[src/rtl/tld_pkg.sv]
// Shared types, codes and constants for the terminal line discipline.
// Used by tld_decode and tty_line_discipline_top; depends on nothing else.
`default_nettype none

package tld_pkg;

    localparam int LINE_DEPTH_DEF = 4096;
    localparam int ERASE_W        = 12;
    localparam int MAX_ERASE      = 4095;

    localparam logic [7:0] CH_BS     = 8'h08;
    localparam logic [7:0] CH_TAB    = 8'h09;
    localparam logic [7:0] CH_LF     = 8'h0A;
    localparam logic [7:0] CH_CR     = 8'h0D;
    localparam logic [7:0] CH_DEL    = 8'h7F;
    localparam logic [7:0] CH_WERASE = 8'h17;
    localparam logic [7:0] CH_SPACE  = 8'h20;

    localparam logic [2:0] LMODE_RST = 3'd7;
    localparam logic [2:0] IMODE_RST = 3'd1;
    localparam logic [7:0] INTR_RST  = 8'h03;
    localparam logic [7:0] QUIT_RST  = 8'h1C;
    localparam logic [7:0] SUSP_RST  = 8'h1A;
    localparam logic [7:0] ERASE_RST = 8'h7F;
    localparam logic [7:0] KILL_RST  = 8'h15;
    localparam logic [7:0] EOF_RST   = 8'h04;

    typedef enum logic [2:0] {
        REG_LOCAL_MODE,
        REG_INPUT_MODE,
        REG_INTR_CHAR,
        REG_QUIT_CHAR,
        REG_SUSP_CHAR,
        REG_ERASE_CHAR,
        REG_KILL_CHAR,
        REG_EOF_CHAR
    } cfg_idx_t;

    typedef enum logic [1:0] {
        OP_RX,
        OP_READ,
        OP_FLUSH
    } op_t;

    typedef enum logic [1:0] {
        ST_DONE,
        ST_NODATA,
        ST_REFUSED,
        ST_EOF
    } status_t;

    typedef enum logic [1:0] {
        SIG_NONE,
        SIG_INTR,
        SIG_STOP,
        SIG_QUIT
    } sig_t;

    typedef enum logic [2:0] {
        ECHO_NONE,
        ECHO_CHAR,
        ECHO_CRLF,
        ECHO_ERASE,
        ECHO_CARET
    } echo_t;

    typedef enum logic [2:0] {
        KEY_SIG,
        KEY_EOF,
        KEY_NL,
        KEY_ERASE,
        KEY_KILL,
        KEY_WERASE,
        KEY_ORD
    } key_cls_t;

    typedef enum logic [2:0] {
        S_IDLE,
        S_EXEC,
        S_WALK,
        S_FETCH,
        S_DONE
    } state_t;

    // Classification of one received byte against the current modes
    typedef struct packed {
        key_cls_t   cls;
        sig_t       sig;
        logic       raw_drop;
        logic [7:0] raw_char;
        echo_t      echo_kind;
        logic [7:0] echo_char;
    } key_t;

    typedef struct packed {
        status_t             status;
        logic                dvalid;
        logic [7:0]          dchar;
        logic                line_end;
        sig_t                sig;
        echo_t               echo_kind;
        logic [7:0]          echo_char;
        logic [ERASE_W-1:0]  erase_count;
    } res_t;

endpackage

`default_nettype wire

[src/rtl/tld_decode.sv]
// Byte classifier: signal keys, line editing keys, CR/LF mapping and byte echo.
// Depends on tld_pkg.
`default_nettype none

module tld_decode (
    input  wire logic [7:0]   ch,
    input  wire logic [2:0]   local_mode,
    input  wire logic [2:0]   input_mode,
    input  wire logic [7:0]   intr_char,
    input  wire logic [7:0]   quit_char,
    input  wire logic [7:0]   susp_char,
    input  wire logic [7:0]   erase_char,
    input  wire logic [7:0]   kill_char,
    input  wire logic [7:0]   eof_char,
    output tld_pkg::key_t     key
);
    import tld_pkg::*;

    logic [7:0] mc;

    always_comb
    begin
        if (ch == CH_CR)
            mc = input_mode[0] ? CH_LF : CH_CR;
        else if (ch == CH_LF)
            mc = input_mode[1] ? CH_CR : CH_LF;
        else
            mc = ch;
    end

    always_comb
    begin
        key           = '0;
        key.sig       = SIG_NONE;
        key.echo_kind = ECHO_NONE;
        key.raw_char  = mc;
        key.raw_drop  = (ch == CH_CR) && input_mode[2];

        if (local_mode[0])
        begin
            if (ch == intr_char)
                key.sig = SIG_INTR;
            else if (ch == susp_char)
                key.sig = SIG_STOP;
            else if (ch == quit_char)
                key.sig = SIG_QUIT;
        end

        // Echo of the (mapped) byte: LF as CR/LF, BS as erase; other bytes below space but tab stay silent
        if (local_mode[2])
        begin
            if (mc == CH_LF)
                key.echo_kind = ECHO_CRLF;
            else if (mc == CH_BS)
                key.echo_kind = ECHO_ERASE;
            else if (mc >= CH_SPACE || mc == CH_TAB)
            begin
                key.echo_kind = ECHO_CHAR;
                key.echo_char = mc;
            end
        end

        if (key.sig != SIG_NONE)
            key.cls = KEY_SIG;
        else if (ch == eof_char)
            key.cls = KEY_EOF;
        else if (ch == CH_CR || ch == CH_LF)
            key.cls = KEY_NL;
        else if (ch == CH_BS || ch == CH_DEL || ch == erase_char)
            key.cls = KEY_ERASE;
        else if (ch == kill_char)
            key.cls = KEY_KILL;
        else if (ch == CH_WERASE)
            key.cls = KEY_WERASE;
        else
            key.cls = KEY_ORD;
    end

endmodule

`default_nettype wire
[config.mk]
export PLATFORM = sky130hd
export DESIGN_NAME = tld_decode
export DESIGN_NICKNAME = d
export VERILOG_FILES = /design/src/rtl/tld_pkg.sv /design/src/rtl/tld_decode.sv
export SDC_FILE = /design/constraint.sdc
export NUM_CORES = 1
export LEC_CHECK = 0
export ABC_AREA = 1
export ABC_CLOCK_PERIOD_IN_PS = 1600
export BUFFER_PORTS_ARGS = -buffer_cell sky130_fd_sc_hd__buf_2
export CAP_MARGIN = 25
export CORE_MARGIN = 3
export CORE_UTILIZATION = 43
export DETAILED_ROUTE_END_ITERATION = 10
export PLACE_DENSITY_LB_ADDON = 0.2
export SYNTH_ARGS = -nofsm -noshare
export SYNTH_HDL_FRONTEND = slang
export SYNTH_SLANG_ARGS = --single-unit
[constraint.sdc]
create_clock -name vclk -period 1.6
set_input_delay 0.16 -clock vclk [all_inputs]
set_output_delay 0.16 -clock vclk [all_outputs]
set_load 0.01 [all_outputs]
==> qor.yml, run 1 <==
status:
  status: "completed"
synthesis:
  post-synth-top-count-cell: "nand2_1"
  syn_inst: 233
  synth_nets: 295
  synth_area_leaders: "nand2_1, xnor2_1, xor2_1"
  synth_seq_area_share_pct: 0
  synth_cell_types: 28
  avgSynthCellArea_um2: 5.12
  synth_area_um2: 1190
  yosys_warnings: 0
  yosysTopAreaCellShare_pct: 26.8
  synth_common_cells: "nand2_1, nor2_1, inv_1"
  yosysTopAreaCell: "nand2_1"
sta:
  rsz0062_at_grt: "true"
  finalCritPeriodShare_pct: 96.6
  fmax_mhz: 647
  setup_viol: 0
  slew_violations: 0
  setup_tns_ps: 0
  fin_crit_ps: 1550
  hold_viol: 0
global_route:
  grt_remaining_overflow: 0
  grt_pass1_wl_mm: 5.42
  antenna_found_initial: 0
  track_usage_pct: 18.8
  grt_pass1_vias: 1352
  grt_max_degree: 10
floorplanning:
  dieArea_um2: 3440
  io_pins: 87
  start_util_pct: 46.4
  rows: 18
  die_w_um: 58.7
  die_y_um: 58.7
  core_area_um2: 2570
final_layout:
  fin_nets: 391
  seq_cell_count: 0
  clock_buffers: 0
  post-route-util_pct: 75.0
  multi_input_area_um2: 1040
  fillCellCount: 226
  regArea_um2: 0
  areaGrowthSynthToFinish_pct: 61.5
  diodes: 0
  final_area_um2: 1930
  drive_gt1_share_pct: 44.6
detailed_routing:
  drtAntennaViolNets: 0
  first_pass_iters: 4
  drt_iter0_drc: 66
  routed_via_density: 4.60
  post_drt_wl_per_cell_um: 10.8
  route.detailed.drc: 0
  routed_wl_mm: 3.84
  via_count: 1642
job:
  cap_violations: 0
pwr:
  swShare_pct: 49.3
  pwr-share-seq_pct: 0
  leakage_nw: 1.18
  power_frac_clock_pct: 0
  switchingPower_uw: 229
  ir_drop_mv: 0.201
  power.internal_uw: 235
  pwr-share-comb_pct: 100.0
  power_density_nw_per_um2: 241
worst_hold_path:
  min_from: "ch[6]"
  hold_class: "input pin to output pin"
setup_path:
  criticalPathCategory: "input pin to output pin"
  cp_cell_sequence: "buf_6, or2_2, a21oi_1, nand2_1, nor3_1, inv_1, nand2_1, nor2_2, buf_2"
  worstSetupStartpointType: "input pin"
  critPathLaunch: "ch[5]"
  worstPathArrival_ps: 1390
  cp-end-kind: "output pin"
  cpMaxStageDelayCell: "or2_2"
  crit_top_cell: "nand2_1"
  critical_path_required_ps: 1440
  path_max_fanout: 4
  cpPeakStageDelay_ps: 280
place:
  gp_congestion: 0.829
  port_buffers: 85
  place_area_um2: 1650
  dp_hpwl_mm: 2.91
clocking:
  holdBufCountCts: 0
==> placed cells by master (no fill, tap or decap), drive strengths merged <==
cell type	synthesis	final
conb	1	1
xor2	14	14
nand4	5	5
nand2	91	91
o21ai	2	2
or2	8	8
xnor2	15	15
clkinv	4	1
nand3	8	8
and3	1	1
nor2	34	34
a21oi	6	6
inv	27	30
nor3	3	3
buf	9	108
==> layer usage <==
layer | GRT usage [%] | vias up | wire length [µm]
li1 | - | 878 | -
met1 | 26.0 | 710 | 1590
met2 | 34.1 | 52 | 1980
met3 | 1.10 | 2 | 257
met4 | 0 | 0 | 10
met5 | 0 | - | 0
==> cell families after synthesis <==
group	count (synthesis)	share of synthesized area (%)
XOR/XNOR	29	21.3
AO/OA/AOI/OAI	8	3.36
buffers and inverters	45	18.8
AND/OR/NAND/NOR	150	56.2
other	1	0.314
==> power by group through the flow <==
stage | Sequential (mW) | Combinational [mW] | Clock [mW]
floorplan | 0 | 0.241 | 0
global placement | 0 | 0.377 | 0
detailed placement | 0 | 0.383 | 0
CTS | 0 | 0.385 | 0
global route | 0 | 0.512 | 0
finish | 0 | 0.464 | 0
==> worst max-delay path, delay by kind of cell <==
kind / cells / cell delay [ps]
AOI/OAI and AO/OA: 1 / 140
buffers and inverters: 3 / 330
and+or+nand+nor: 5 / 760
==> path summary, 6_finish.rpt <==
path                  endpoint  depth (start not counted)  slack [ps]
worst max-delay path   key[23]                          9          50
worst min-delay path   key[17]                          2         550
==> final cells by class <==
cell class / instances / area share, %
inverters: 31 / 8.25
multi-input cells: 188 / 54.2
well taps: 30 / 1.95
repair buffers: 108 / 35.6
==> through the flow <==
| stage | hold slack, ps | setup WS [ps] | power [mW] | cells |
|---|---|---|---|---|
| 2_1_floorplan | 416 | 214 | 0.241 | 233 |
| 3_3_place_gp | 593 | 43.2 | 0.377 | 346 |
| 3_5_place_dp | 593 | 3.22 | 0.383 | 346 |
| 4_1_cts | 594 | 3.02 | 0.385 | 346 |
| 5_1_grt | 559 | -31.8 | 0.512 | 357 |
| 6_report | 551 | 53.9 | 0.464 | 357 |
==> repair_timing <==
action                                  4_1_cts  5_1_grt
endpoints found under the setup margin        0        8
resized for setup                             0       66
buffers inserted                              0       11
Power figures use the tool's default switching activity.
==> run 2: changes to the inputs <==
Settings changed: CORE_ASPECT_RATIO set to 1.2, CORE_MARGIN 3 to 2.
==> run 2 against run 1 <==
  * Via count is 3.0% lower
  * Cell count is 0.28% higher
  * Total power is 8.9% lower
  * Die area is 6.7% lower
  * Critical path type unchanged
  * Critical endpoint is now key[24]
  * Largest cell class unchanged
==> qor.yml, run 2 (same netlist as run 1, synthesis figures left out) <==
status:
  status: "completed"
pwr:
  power_uw: 423  # -8.9%
  ir_drop_mv: 0.157  # -22%
  power_density_nw_per_um2: 233  # -3.3%
  leakage_nw: 1.13  # -4.7%
setup_path:
  cpMaxStageDelayCell: "buf_4"
  worstSetupStartpointType: "input pin"
  critical_path_required_ps: 1440  # about the same
  cpPeakStageDelay_ps: 170  # -110 ps
  criticalPathCategory: "input pin to output pin"
  worstPathArrival_ps: 1350  # -40 ps
  critPathLaunch: "ch[3]"
  endpoint: "key[24]"
  cp_cell_sequence: "buf_2, buf_4, xnor2_1, nand2_1, nor2_1, nand2_1, nand2_1, nand2_1, nand2_2, nand2_2, nor2_1, buf_2"
  cp-end-kind: "output pin"
  crit_top_cell: "nand2_1"
  path_max_fanout: 7  # +3
final_layout:
  seq_cell_count: 0  # unchanged
  layout_common_cells: "nand2_1, buf_2, nor2_1"
  regArea_um2: 0  # unchanged
  clock_buffers: 0  # unchanged
  final_cells: 358  # +0.28%
  final_common_cell: "nand2_1"
  fillCellCount: 275  # +22%
  diodes: 0  # unchanged
  drive_gt1_share_pct: 42.5  # -2.2 points
  areaGrowthSynthToFinish_pct: 52.2
  fin_nets: 389  # -0.51%
place:
  port_buffers: 85  # unchanged
  dp_hpwl_mm: 2.86  # -1.8%
  dp_cells: 352  # +1.7%
  gp_congestion: 0.819  # -1.2%
detailed_routing:
  drtAntennaViolNets: 0  # unchanged
  route.detailed.drc: 0  # unchanged
  post_drt_wl_per_cell_um: 9.33  # -13%
  routed_via_density: 4.45  # -3.3%
  first_pass_iters: 4  # unchanged
  routed_wl_mm: 3.34  # -13%
  via_count: 1592  # -3.0%
  drt_iter0_drc: 11  # -83%
sta:
  setup_tns_ps: 0  # unchanged
  hold_viol: 0  # unchanged
  rsz0062_at_grt: "true"
  finalCritPeriodShare_pct: 94.1  # -2.5 points
  setup_viol: 0  # unchanged
  slew_violations: 0  # unchanged
  holdWs_ps: 577  # +25.5 ps
  fin_crit_ps: 1510  # -40.7 ps
  fmax_mhz: 664  # +2.7%
floorplanning:
  rows: 20  # +2
  io_pins: 87  # unchanged
  die_w_um: 52.1  # -11%
  core_area_um2: 2580  # +0.39%
  die_y_um: 61.7  # +5.2%
  dieArea_um2: 3210  # -6.7%
  start_util_pct: 46.3  # -0.18 points
job:
  cap_violations: 0  # unchanged
global_route:
  antenna_found_initial: 0  # unchanged
  grt_max_degree: 11  # +1
  grt_remaining_overflow: 0  # unchanged
  track_usage_pct: 19.0  # +0.23 points
  grt_pass1_vias: 1245  # -7.9%
  grt_pass1_wl_mm: 4.94  # -8.9%
worst_hold_path:
  hold_class: "input pin to output pin"
  whs_path_depth: 2  # unchanged
clocking:
  holdBufCountCts: 0  # unchanged
[run 2: through the flow]
stage	cell area [µm²]	util, %	worst slack [ps]
finish	1810	70.4	94.7
global route	1810	70.4	-19.6
CTS	1680	65.3	14.4
detailed placement	1680	65.3	19.7
global placement	1680	65.3	53.4
floorplan	1190	-	214
[run 2: how the worst min path moves through the flow]
| stage | start | to |
|---|---|---|
| after floorplan | local_mode[2] | key[8] |
| after global placement | local_mode[0] | key[20] |
| after detailed placement | local_mode[0] | key[20] |
| after CTS | local_mode[0] | key[20] |
| after global routing | ch[4] | key[15] |
| final | ch[4] | key[15] |
[run 2: critical path: cells and delay by family]
kind / cells / cell delay [ps]
XOR/XNOR: 1 / 140
buffers and inverters: 3 / 460
AND/OR/NAND/NOR: 8 / 560
[run 2: cell type report]
type / count / area [µm²] / share of cell area, %
repair buffers: 106 / 638 / 35.2
inverters: 31 / 140 / 7.72
multi-input cells: 188 / 995 / 54.8
well taps: 33 / 41.3 / 2.28
[run 2: per-layer routing]
layer  global-route usage, %  vias to the layer above  routed length (µm)
met5                       0                        -                   0
met4                   0.752                        0                   0
met3                    1.21                        0                 199
met2                    36.7                       43                1750
met1                    24.2                      674                1390
li1                        -                      875                   -
[run 2: what timing repair did]
item / CTS / global route
gates resized for setup: 0 / 37
setup buffers: 0 / 6
endpoints found under the setup margin: 0 / 10
[run 2: power breakdown]
part / total [mW] / internal (mW) / switching [mW]
clock: 0 / 0 / 0
combinational: 0.423 / 0.212 / 0.210
sequential: 0 / 0 / 0
